==> config.mk <==
export PLATFORM = sky130hd
export DESIGN_NAME = key_value_table_top_flat
export DESIGN_NICKNAME = d
export VERILOG_FILES = /design/src/design/kvt_pkg.sv /design/src/design/kvt_req_if.sv /design/src/design/kvt_rsp_if.sv /design/src/design/kvt_cfg_if.sv /design/src/design/key_value_table_top.sv /design/src/design/kvt_datapath.sv /design/src/design/kvt_controller.sv /design/src/flat_wrapper.sv
export SDC_FILE = /design/constraint.sdc
export NUM_CORES = 2
export LEC_CHECK = 0
export BUFFER_PORTS_ARGS = -buffer_cell sky130_fd_sc_hd__clkbuf_2
export CORE_UTILIZATION = 62
export DETAILED_ROUTE_END_ITERATION = 8
export GPL_TIMING_DRIVEN = 0
export PLACE_DENSITY = 0.78
export SETUP_SLACK_MARGIN = 0.02
export SYNTH_ARGS = -nofsm -noshare
export SYNTH_HDL_FRONTEND = slang
export SYNTH_SLANG_ARGS = --single-unit
==> constraint.sdc <==
create_clock -name clk -period 6.75 [get_ports clk]
set_clock_uncertainty 0.05 [all_clocks]
set_input_delay 2.025 -clock clk [delete_from_list [all_inputs] [get_ports clk]]
set_output_delay 2.025 -clock clk [all_outputs]
set_load 0.1 [all_outputs]
==> src/design/kvt_pkg.sv <==
// kvt_pkg: shared types and constants of the key/value table.
// Used by the interfaces, datapath, controller and top level; depends on nothing.
`timescale 1ns / 1ps

package kvt_pkg;

	localparam int CNT_W    = 5;
	localparam int CMD_W    = 3;
	localparam int STATUS_W = 2;

	typedef logic [CNT_W-1:0]    cnt_t;
	typedef logic [CMD_W-1:0]    cmd_t;
	typedef logic [STATUS_W-1:0] status_t;

	localparam cnt_t CAP_RESET = cnt_t'(16);

	localparam cmd_t CMD_PUT      = 3'd0;
	localparam cmd_t CMD_GET      = 3'd1;
	localparam cmd_t CMD_REMOVE   = 3'd2;
	localparam cmd_t CMD_CONTAINS = 3'd3;
	localparam cmd_t CMD_CLEAR    = 3'd4;

	localparam status_t STATUS_OK      = 2'd0;
	localparam status_t STATUS_FULL    = 2'd1;
	localparam status_t STATUS_EMPTY   = 2'd2;
	localparam status_t STATUS_UNKNOWN = 2'd3;

	typedef enum logic [1:0] {
		WR_NONE,
		WR_HIT,
		WR_APPEND,
		WR_MOVE
	} wr_op_t;

	typedef enum logic [1:0] {
		CNT_HOLD,
		CNT_INC,
		CNT_DEC,
		CNT_CLR
	} cnt_op_t;

	// controller -> datapath
	typedef struct packed {
		logic    load;
		logic    step;
		logic    take_hit;
		logic    latch_res;
		logic    rd_last;
		logic    emit;
		wr_op_t  wr;
		cnt_op_t cnt;
	} ctl_t;

	// datapath -> controller
	typedef struct packed {
		cmd_t cmd;
		logic hit;
		logic full;
		logic empty;
		logic rd_hit;
		logic can_issue;
		logic out_free;
	} sts_t;

endpackage

==> src/design/kvt_req_if.sv <==
// kvt_req_if: command channel (command, key, value) with valid/ready.
// Depends on kvt_pkg.
`timescale 1ns / 1ps

interface kvt_req_if #(
	parameter int KEY_WIDTH   = 32,
	parameter int VALUE_WIDTH = 32
);
	logic                   valid;
	logic                   ready;
	kvt_pkg::cmd_t          command;
	logic [KEY_WIDTH-1:0]   key;
	logic [VALUE_WIDTH-1:0] value;

	modport source (output valid, output command, output key, output value, input ready);
	modport sink   (input valid, input command, input key, input value, output ready);
endinterface

==> src/design/kvt_rsp_if.sv <==
// kvt_rsp_if: result channel (status, found, value_out, entry_count) with valid/ready.
// Depends on kvt_pkg.
`timescale 1ns / 1ps

interface kvt_rsp_if #(
	parameter int VALUE_WIDTH = 32
);
	logic                   valid;
	logic                   ready;
	kvt_pkg::status_t       status;
	logic                   found;
	logic [VALUE_WIDTH-1:0] value_out;
	kvt_pkg::cnt_t          entry_count;

	modport source (output valid, output status, output found, output value_out,
		output entry_count, input ready);
	modport sink   (input valid, input status, input found, input value_out,
		input entry_count, output ready);
endinterface

==> src/design/kvt_cfg_if.sv <==
// kvt_cfg_if: capacity register write channel with valid/ready.
// Depends on kvt_pkg.
`timescale 1ns / 1ps

interface kvt_cfg_if;
	logic          valid;
	logic          ready;
	kvt_pkg::cnt_t data;

	modport source (output valid, output data, input ready);
	modport sink   (input valid, input data, output ready);
endinterface

==> src/design/key_value_table_top.sv <==
// key_value_table_top: linear-search key/value table, controller plus datapath.
// Depends on kvt_pkg, kvt_req_if, kvt_rsp_if, kvt_cfg_if, kvt_controller, kvt_datapath.
//
//   channel | dir | payload                                  | accepted when
//   req     | in  | command, key, value                      | req.valid && req.ready
//   rsp     | out | status, found, value_out, entry_count    | rsp.valid && rsp.ready
//   cfg     | in  | data (capacity)                          | cfg.valid (ready tied high)
//
// The memory read port scans one entry a cycle, n entries per search (count on a miss,
// match index + 1 on a hit); a remove that hits moves the last entry into the hit slot.
// arst_n clears count, capacity (to 16), control state and the result valid.
// A stalled result sits in the output register; the next item is taken and searched
// meanwhile and waits at its end until the register frees.
`timescale 1ns / 1ps

module key_value_table_top #(
	parameter int DEPTH       = 16,
	parameter int KEY_WIDTH   = 32,
	parameter int VALUE_WIDTH = 32
) (
	input  logic      clk,
	input  logic      arst_n,
	kvt_req_if.sink   req,
	kvt_rsp_if.source rsp,
	kvt_cfg_if.sink   cfg
);

	kvt_pkg::ctl_t ctl;
	kvt_pkg::sts_t sts;

	assign cfg.ready = 1'b1;

	kvt_controller u_ctrl (
		.clk       (clk),
		.arst_n    (arst_n),
		.req_valid (req.valid),
		.req_ready (req.ready),
		.sts       (sts),
		.ctl       (ctl)
	);

	kvt_datapath #(
		.DEPTH       (DEPTH),
		.KEY_WIDTH   (KEY_WIDTH),
		.VALUE_WIDTH (VALUE_WIDTH)
	) u_dp (
		.clk             (clk),
		.arst_n          (arst_n),
		.ctl             (ctl),
		.sts             (sts),
		.req_command     (req.command),
		.req_key         (req.key),
		.req_value       (req.value),
		.cfg_valid       (cfg.valid),
		.cfg_data        (cfg.data),
		.rsp_ready       (rsp.ready),
		.rsp_valid       (rsp.valid),
		.rsp_status      (rsp.status),
		.rsp_found       (rsp.found),
		.rsp_value_out   (rsp.value_out),
		.rsp_entry_count (rsp.entry_count)
	);

endmodule

==> src/design/kvt_datapath.sv <==
// kvt_datapath: entry memory, count, capacity, search pipeline and result register.
// Driven by kvt_controller through kvt_pkg::ctl_t; depends on kvt_pkg.
`timescale 1ns / 1ps

module kvt_datapath #(
	parameter int DEPTH       = 16,
	parameter int KEY_WIDTH   = 32,
	parameter int VALUE_WIDTH = 32
) (
	input  logic                   clk,
	input  logic                   arst_n,
	input  kvt_pkg::ctl_t          ctl,
	output kvt_pkg::sts_t          sts,
	input  kvt_pkg::cmd_t          req_command,
	input  logic [KEY_WIDTH-1:0]   req_key,
	input  logic [VALUE_WIDTH-1:0] req_value,
	input  logic                   cfg_valid,
	input  kvt_pkg::cnt_t          cfg_data,
	input  logic                   rsp_ready,
	output logic                   rsp_valid,
	output kvt_pkg::status_t       rsp_status,
	output logic                   rsp_found,
	output logic [VALUE_WIDTH-1:0] rsp_value_out,
	output kvt_pkg::cnt_t          rsp_entry_count
);

	localparam int IDXW    = (DEPTH > 1) ? $clog2(DEPTH) : 1;
	localparam int ENTRY_W = KEY_WIDTH + VALUE_WIDTH;
	localparam int SAT     = (DEPTH < 31) ? DEPTH : 31;
	localparam kvt_pkg::cnt_t CAP_LIMIT = kvt_pkg::cnt_t'(SAT);

	logic [ENTRY_W-1:0] mem [DEPTH];

	kvt_pkg::cmd_t          cmd_q;
	logic [KEY_WIDTH-1:0]   key_q;
	logic [VALUE_WIDTH-1:0] val_q;
	kvt_pkg::cnt_t          cap_q;
	kvt_pkg::cnt_t          count_q;
	kvt_pkg::cnt_t          idx_q;
	kvt_pkg::cnt_t          rd_idx_s1;
	logic                   rd_valid_s1;
	logic [ENTRY_W-1:0]     rd_data_s1;
	logic                   hit_q;
	kvt_pkg::cnt_t          hit_idx_q;
	logic [VALUE_WIDTH-1:0] hit_val_q;

	kvt_pkg::status_t       res_status_q;
	logic                   res_found_q;
	logic [VALUE_WIDTH-1:0] res_val_q;

	logic                   rsp_valid_q;
	kvt_pkg::status_t       rsp_status_q;
	logic                   rsp_found_q;
	logic [VALUE_WIDTH-1:0] rsp_val_q;
	kvt_pkg::cnt_t          rsp_count_q;

	kvt_pkg::cnt_t          eff_cap;
	kvt_pkg::cnt_t          last_idx;
	logic [IDXW-1:0]        rd_addr;
	logic [IDXW-1:0]        wr_addr;
	logic [ENTRY_W-1:0]     wr_data;
	logic                   wr_en;
	logic                   full;
	logic                   empty;

	kvt_pkg::status_t       nxt_status;
	logic                   nxt_found;
	logic [VALUE_WIDTH-1:0] nxt_val;

	assign eff_cap  = (cap_q < CAP_LIMIT) ? cap_q : CAP_LIMIT;
	assign full     = (count_q >= eff_cap);
	assign empty    = (count_q == '0);
	assign last_idx = count_q - kvt_pkg::cnt_t'(1);

	assign sts.cmd       = cmd_q;
	assign sts.hit       = hit_q;
	assign sts.full      = full;
	assign sts.empty     = empty;
	assign sts.rd_hit    = rd_valid_s1 && (rd_data_s1[ENTRY_W-1:VALUE_WIDTH] == key_q);
	assign sts.can_issue = (idx_q < count_q);
	assign sts.out_free  = !rsp_valid_q || rsp_ready;

	assign rd_addr = ctl.rd_last ? IDXW'(last_idx) : IDXW'(idx_q);
	assign wr_addr = (ctl.wr == kvt_pkg::WR_APPEND) ? IDXW'(count_q) : IDXW'(hit_idx_q);
	assign wr_data = (ctl.wr == kvt_pkg::WR_MOVE) ? rd_data_s1 : {key_q, val_q};
	assign wr_en   = (ctl.wr != kvt_pkg::WR_NONE);

	always_ff @(posedge clk) begin
		if (wr_en) begin
			mem[wr_addr] <= wr_data;
		end
		if (ctl.step || ctl.rd_last) begin
			rd_data_s1 <= mem[rd_addr];
		end
	end

	always_comb begin
		nxt_status = kvt_pkg::STATUS_OK;
		nxt_found  = 1'b0;
		nxt_val    = '0;
		case (cmd_q)
			kvt_pkg::CMD_PUT: begin
				nxt_found = hit_q;
				if (full) begin
					nxt_status = kvt_pkg::STATUS_FULL;
				end
			end
			kvt_pkg::CMD_GET, kvt_pkg::CMD_REMOVE: begin
				if (empty) begin
					nxt_status = kvt_pkg::STATUS_EMPTY;
				end else if (!hit_q) begin
					nxt_status = kvt_pkg::STATUS_UNKNOWN;
				end else begin
					nxt_found = 1'b1;
					nxt_val   = hit_val_q;
				end
			end
			kvt_pkg::CMD_CONTAINS: begin
				nxt_found = hit_q;
			end
			default: begin
			end
		endcase
	end

	always_ff @(posedge clk or negedge arst_n) begin
		if (!arst_n) begin
			cap_q       <= kvt_pkg::CAP_RESET;
			count_q     <= '0;
			idx_q       <= '0;
			rd_valid_s1 <= 1'b0;
			hit_q       <= 1'b0;
			rsp_valid_q <= 1'b0;
		end else begin
			if (cfg_valid) begin
				cap_q <= cfg_data;
			end
			case (ctl.cnt)
				kvt_pkg::CNT_INC: count_q <= count_q + kvt_pkg::cnt_t'(1);
				kvt_pkg::CNT_DEC: count_q <= last_idx;
				kvt_pkg::CNT_CLR: count_q <= '0;
				default:          count_q <= count_q;
			endcase
			if (ctl.load) begin
				idx_q <= '0;
			end else if (ctl.step) begin
				idx_q <= idx_q + kvt_pkg::cnt_t'(1);
			end
			rd_valid_s1 <= ctl.step;
			if (ctl.load) begin
				hit_q <= 1'b0;
			end else if (ctl.take_hit) begin
				hit_q <= 1'b1;
			end
			if (ctl.emit) begin
				rsp_valid_q <= 1'b1;
			end else if (rsp_ready) begin
				rsp_valid_q <= 1'b0;
			end
		end
	end

	always_ff @(posedge clk) begin
		if (ctl.load) begin
			cmd_q <= req_command;
			key_q <= req_key;
			val_q <= req_value;
		end
		if (ctl.step) begin
			rd_idx_s1 <= idx_q;
		end
		if (ctl.take_hit) begin
			hit_idx_q <= rd_idx_s1;
			hit_val_q <= rd_data_s1[VALUE_WIDTH-1:0];
		end
		if (ctl.latch_res) begin
			res_status_q <= nxt_status;
			res_found_q  <= nxt_found;
			res_val_q    <= nxt_val;
		end
		if (ctl.emit) begin
			rsp_status_q <= res_status_q;
			rsp_found_q  <= res_found_q;
			rsp_val_q    <= res_val_q;
			rsp_count_q  <= count_q;
		end
	end

	assign rsp_valid       = rsp_valid_q;
	assign rsp_status      = rsp_status_q;
	assign rsp_found       = rsp_found_q;
	assign rsp_value_out   = rsp_val_q;
	assign rsp_entry_count = rsp_count_q;

endmodule

==> src/design/kvt_controller.sv <==
// kvt_controller: state machine that sequences search, update and result of one item.
// Drives kvt_datapath through kvt_pkg::ctl_t; depends on kvt_pkg.
`timescale 1ns / 1ps

module kvt_controller (
	input  logic          clk,
	input  logic          arst_n,
	input  logic          req_valid,
	output logic          req_ready,
	input  kvt_pkg::sts_t sts,
	output kvt_pkg::ctl_t ctl
);

	typedef enum logic [2:0] {
		ST_IDLE,
		ST_SEARCH,
		ST_DECIDE,
		ST_MOVE,
		ST_FINISH
	} state_t;

	state_t state_q;
	state_t state_nxt;

	always_comb begin
		state_nxt = state_q;
		ctl       = '0;
		req_ready = 1'b0;
		case (state_q)
			ST_IDLE: begin
				req_ready = 1'b1;
				if (req_valid) begin
					ctl.load  = 1'b1;
					state_nxt = ST_SEARCH;
				end
			end
			ST_SEARCH: begin
				if (sts.rd_hit) begin
					ctl.take_hit = 1'b1;
					state_nxt    = ST_DECIDE;
				end else if (!sts.can_issue) begin
					state_nxt = ST_DECIDE;
				end else begin
					ctl.step = 1'b1;
				end
			end
			ST_DECIDE: begin
				ctl.latch_res = 1'b1;
				state_nxt     = ST_FINISH;
				case (sts.cmd)
					kvt_pkg::CMD_PUT: begin
						if (!sts.full) begin
							ctl.wr  = sts.hit ? kvt_pkg::WR_HIT : kvt_pkg::WR_APPEND;
							ctl.cnt = sts.hit ? kvt_pkg::CNT_HOLD : kvt_pkg::CNT_INC;
						end
					end
					kvt_pkg::CMD_REMOVE: begin
						if (!sts.empty && sts.hit) begin
							ctl.rd_last = 1'b1;
							state_nxt   = ST_MOVE;
						end
					end
					kvt_pkg::CMD_CLEAR: begin
						ctl.cnt = kvt_pkg::CNT_CLR;
					end
					default: begin
					end
				endcase
			end
			ST_MOVE: begin
				ctl.wr    = kvt_pkg::WR_MOVE;
				ctl.cnt   = kvt_pkg::CNT_DEC;
				state_nxt = ST_FINISH;
			end
			ST_FINISH: begin
				if (sts.out_free) begin
					ctl.emit  = 1'b1;
					state_nxt = ST_IDLE;
				end
			end
			default: begin
				state_nxt = ST_IDLE;
			end
		endcase
	end

	always_ff @(posedge clk or negedge arst_n) begin
		if (!arst_n) begin
			state_q <= ST_IDLE;
		end else begin
			state_q <= state_nxt;
		end
	end

endmodule
==> src/flat_wrapper.sv <==
// flat-port wrapper written by rule: the top's interface ports become plain ports
module key_value_table_top_flat 
#(
	parameter int DEPTH       = 16,
	parameter int KEY_WIDTH   = 32,
	parameter int VALUE_WIDTH = 32
)
  (clk, arst_n, req_valid, req_command, req_key, req_value, req_ready, rsp_valid, rsp_status, rsp_found, rsp_value_out, rsp_entry_count, rsp_ready, cfg_valid, cfg_data, cfg_ready);
  kvt_req_if #(.KEY_WIDTH(KEY_WIDTH), .VALUE_WIDTH(VALUE_WIDTH)) req_i ();
  kvt_rsp_if #(.VALUE_WIDTH(VALUE_WIDTH)) rsp_i ();
  kvt_cfg_if cfg_i ();
  input  logic clk;
  input  logic arst_n;
  input wire logic [$bits(req_i.valid)-1:0] req_valid;
  input wire logic [$bits(req_i.command)-1:0] req_command;
  input wire logic [$bits(req_i.key)-1:0] req_key;
  input wire logic [$bits(req_i.value)-1:0] req_value;
  output wire logic [$bits(req_i.ready)-1:0] req_ready;
  output wire logic [$bits(rsp_i.valid)-1:0] rsp_valid;
  output wire logic [$bits(rsp_i.status)-1:0] rsp_status;
  output wire logic [$bits(rsp_i.found)-1:0] rsp_found;
  output wire logic [$bits(rsp_i.value_out)-1:0] rsp_value_out;
  output wire logic [$bits(rsp_i.entry_count)-1:0] rsp_entry_count;
  input wire logic [$bits(rsp_i.ready)-1:0] rsp_ready;
  input wire logic [$bits(cfg_i.valid)-1:0] cfg_valid;
  input wire logic [$bits(cfg_i.data)-1:0] cfg_data;
  output wire logic [$bits(cfg_i.ready)-1:0] cfg_ready;
  assign req_i.valid = req_valid;
  assign req_i.command = req_command;
  assign req_i.key = req_key;
  assign req_i.value = req_value;
  assign req_ready = req_i.ready;
  assign rsp_valid = rsp_i.valid;
  assign rsp_status = rsp_i.status;
  assign rsp_found = rsp_i.found;
  assign rsp_value_out = rsp_i.value_out;
  assign rsp_entry_count = rsp_i.entry_count;
  assign rsp_i.ready = rsp_ready;
  assign cfg_i.valid = cfg_valid;
  assign cfg_i.data = cfg_data;
  assign cfg_ready = cfg_i.ready;
  key_value_table_top #(.DEPTH(DEPTH), .KEY_WIDTH(KEY_WIDTH), .VALUE_WIDTH(VALUE_WIDTH)) u_core (.clk(clk), .arst_n(arst_n), .req(req_i), .rsp(rsp_i), .cfg(cfg_i));
endmodule
==> impl_metrics.json <==
{
  "outcome": "finished, final reports clean",
  "finalHoldViolations": 0,
  "synth_edf_count": 1270,
  "vias_per_cell": 6.63,
  "clock-sinks": 1291,
  "period_minus_slack_ps": 5310,
  "grt_max_degree": 40,
  "worst_slack_ps": 1440,
  "grt_first_pass_wirelength_mm": 187,
  "slowest_stage": "a2111oi_0",
  "die_y_um": 285,
  "fmax_mhz": 188,
  "worstSetupStartpointType": "flop",
  "final_antenna_net_count": 0,
  "final-max-slew-violation-count": 0,
  "ys_ff_latch": 1291,
  "cts_tree": "yes",
  "first_pass_iters": 9,
  "fin_setup_tns_ps": 0,
  "vias": 29400,
  "cts.clk_slew.worst_paths_ps": 60,
  "cts_buffers": 130,
  "clk_latency_ps": 740,
  "start_util": 0.626,
  "htree_levels": 4,
  "row_count": 103,
  "cts-resized-gates": 0,
  "io_buffers": 118,
  "slew-limit-headroom": 0.0521,
  "antenna_found_initial": 3,
  "min_path_cells": 0,
  "finalPower_mw": 23.1,
  "worstPathArrival_ps": 5660,
  "drt_iter0_drc": 4184,
  "tightest_slew_ps": 1420,
  "wire_per_inst_um": 29.0,
  "pwr_density_cell_nw_per_um2": 409,
  "path_cells": "clkbuf_1 -> inv_1 -> ha_1 -> nand2b_1 -> a21o_1 -> a21o_1 -> a2111oi_0 -> buf_2 -> buf_2 -> a21oi_1 -> nor2_4 -> buf_12",
  "num-nets-final": 3374,
  "grt_pass1_vias": 29200,
  "core_um2": 79000,
  "critPathKind": "reg2reg",
  "reg2reg_depth": 12,
  "cts_max_path_buffers": 3,
  "dp.cells": 4203,
  "yosysSeqAreaShare": 0.781,
  "setup_viol": 0,
  "min_to": "u_core.u_dp.rsp_value_out[11]",
  "worstPathMaxFanout": 25,
  "area_growth_syn_to_layout_pct": 14.3,
  "drive_above_1_share": 0.181,
  "regToRegStartpoint": "u_core.u_dp.count_q[0]",
  "gp_congestion": 0.888,
  "r2r_end": "u_core.u_dp.mem[14][55]",
  "ff2ff_setup_slack_ps": 1440,
  "slowest_delay_ps": 970,
  "die-area_um2": 81000,
  "syn_nets": 3074,
  "leakagePower_nw": 19.2,
  "syn_area_um2": 49500,
  "cap_violations": 0,
  "worst_setup_path_end_kind": "flop",
  "layout.cells.non_filler": 4434,
  "top_level_ports": 120,
  "cts_setup_buffers": 0,
  "ys.flop_type": "edfxtp_1",
  "synth_warnings": 0,
  "dp_worst_setup_slack_ps": 1850,
  "async_flop_share": 0.0163,
  "crit_required_ps": 7100,
  "grt-ovfl-total": 0,
  "rsz0062_at_grt": "no",
  "hp-start": "u_core.u_dp.res_val_q[11]",
  "synth_area_per_cell_um2": 16.6,
  "synth_cell_types": 61,
  "fill_cells": 4627,
  "die_w_um": 285,
  "cts_root_buf": "clkbuf_16",
  "grtUsageTotal": 0.321,
  "period_share": 0.787,
  "drc": 0,
  "drt-total-wl_mm": 129,
  "hold_path.class": "reg2reg",
  "cts_hold_buf": 0,
  "ir_drop_uv": 259,
  "synthCells": 2985,
  "post-dp-hpwl_mm": 79.2
}
## registers in the layout (all words and copies together), names as in the netlist
| name | count |
|---|---|
| u_core.u_dp.mem | 1024 |
| u_core.u_dp.rd_data_s1 | 64 |
| u_core.u_dp.hit_val_q | 32 |
| u_core.u_dp.key_q | 32 |
| u_core.u_dp.res_val_q | 32 |
| u_core.u_dp.rsp_value_out | 32 |
| u_core.u_dp.val_q | 32 |
| u_core.u_dp.cap_q | 5 |
| u_core.u_dp.count_q | 5 |
| u_core.u_dp.idx_q | 5 |
| u_core.u_dp.rsp_entry_count | 5 |
| u_core.u_dp.hit_idx_q | 4 |
| u_core.u_dp.rd_idx_s1 | 4 |
| u_core.u_ctrl.state_q | 3 |
| u_core.u_dp.cmd_q | 3 |
| u_core.u_dp.res_status_q | 2 |
| u_core.u_dp.rsp_status | 2 |
| u_core.u_dp.hit_q | 1 |
| u_core.u_dp.rd_valid_s1 | 1 |
| u_core.u_dp.res_found_q | 1 |
| u_core.u_dp.rsp_found | 1 |
| u_core.u_dp.rsp_valid | 1 |
## worst max-delay path by stage
stage               cells past startpoint                 endpoint  slack (ps)                    from
floorplan                              11   u_core.u_dp.mem[12][0]         960  u_core.u_dp.count_q[0]
global placement                       11   u_core.u_dp.mem[4][50]       -2810  u_core.u_dp.count_q[0]
detailed placement                     12  u_core.u_dp.mem[14][52]        1850  u_core.u_dp.count_q[0]
CTS                                    12  u_core.u_dp.mem[14][57]        1650  u_core.u_dp.count_q[0]
global route                           12  u_core.u_dp.mem[14][55]        1320  u_core.u_dp.count_q[0]
finish                                 12  u_core.u_dp.mem[14][55]        1440  u_core.u_dp.count_q[0]
## critical path: cells and delay by family, from the launching register on
kind,cells,cell delay [ps]
DFF,1,390
AOI/OAI and AO/OA,4,1540
and+or+nand+nor,2,940
adders and majority gates,1,350
buffers and inverters,5,1700
## layer usage
metal,vias to the layer above,track usage,share of wire
li1,12000,-,-
met2,2431,0.499,0.47
met5,-,0,0
met4,0,0.157,0.049
met1,14500,0.426,0.35
met3,453,0.0831,0.13
## cell usage in the layout (no fill, tap or decap), types with 7 or more instances in the layout
| master | synthesis | routed |
|---|---|---|
| xor2_1 | 27 | 27 |
| nand3_2 | 20 | 20 |
| inv_6 | 0 | 7 |
| nand3_1 | 170 | 170 |
| a22oi_1 | 67 | 67 |
| buf_16 | 0 | 7 |
| bufinv_16 | 0 | 7 |
| and2_1 | 34 | 34 |
| buf_6 | 10 | 14 |
| a32oi_1 | 13 | 13 |
| clkbuf_16 | 0 | 134 |
| buf_12 | 0 | 36 |
| buf_2 | 53 | 53 |
| inv_1 | 15 | 13 |
| clkinv_2 | 0 | 18 |
| mux2i_1 | 13 | 13 |
| xnor2_1 | 10 | 10 |
| clkbuf_1 | 64 | 93 |
| nor2_1 | 36 | 20 |
| clkbuf_2 | 0 | 119 |
| nand4_1 | 54 | 54 |
| nor4_1 | 10 | 10 |
| ha_1 | 12 | 12 |
| buf_4 | 24 | 27 |
| edfxtp_1 | 1270 | 1270 |
| clkinv_1 | 1 | 26 |
| mux4_2 | 128 | 128 |
| dfrtp_1 | 20 | 20 |
| nor3_1 | 12 | 11 |
| nand2_1 | 763 | 762 |
| a21oi_1 | 14 | 14 |
| nor2_4 | 0 | 16 |
| a31oi_1 | 68 | 68 |
## per-stage QoR
stage / area, um^2 / util / hold slack [ps]
2_1_floorplan: 49500 / - / 350
3_3_place_gp: 51400 / 0.651 / 351
3_5_place_dp: 52500 / 0.665 / 355
4_1_cts: 56500 / 0.716 / 368
5_1_grt: 56500 / 0.716 / 370
6_report: 56500 / 0.716 / 366
## synth_stat cells (13+ instances only)
cell type | count | area, um^2
a21oi_1 | 14 | 70.1
a22oi_1 | 67 | 503
a31oi_1 | 68 | 425
a32oi_1 | 13 | 114
and2_1 | 34 | 213
buf_2 | 53 | 265
buf_4 | 24 | 180
clkbuf_1 | 64 | 240
dfrtp_1 | 20 | 500
edfxtp_1 | 1270 | 38100
inv_1 | 15 | 56.3
mux2i_1 | 13 | 130
mux4_2 | 128 | 2880
nand2_1 | 763 | 2860
nand3_1 | 170 | 851
nand3_2 | 20 | 200
nand4_1 | 54 | 338
nor2_1 | 36 | 135
xor2_1 | 27 | 236
## area by class of cell
| cell class | instances | area, um^2 | share of cell area |
|---|---|---|---|
| flip-flops and latches | 1291 | 38700 | 0.684 |
| multi-input cells | 1521 | 10100 | 0.178 |
| clock buffers | 165 | 3480 | 0.0615 |
| repair buffers | 168 | 1570 | 0.0278 |
| well taps | 1050 | 1310 | 0.0232 |
| plain buffers | 157 | 822 | 0.0145 |
| clock inverters | 62 | 537 | 0.00949 |
| inverters | 16 | 62.6 | 0.00111 |
| diodes | 4 | 10.0 | 0.000177 |
## power breakdown
part	internal, mW	switching, mW
Clock	3.92	2.95
Sequential	10.2	0.309
Combinational	1.55	4.25
Total	15.6	7.51
## kinds of logic (layout without fill, tap and decap cells)
kind of cell,Yosys count,in the layout,share of synthesized area
AOI/OAI and AO/OA,195,195,0.0287
adders and majority gates,12,12,0.00303
and+or+nand+nor,1131,1131,0.101
xor gates and xnor gates,37,37,0.00655
buffers and inverters,173,568,0.0178
DFF,1291,1291,0.781
muxes,145,145,0.0618
other,1,5,0.0000758
(Power assumes the default switching activity.)
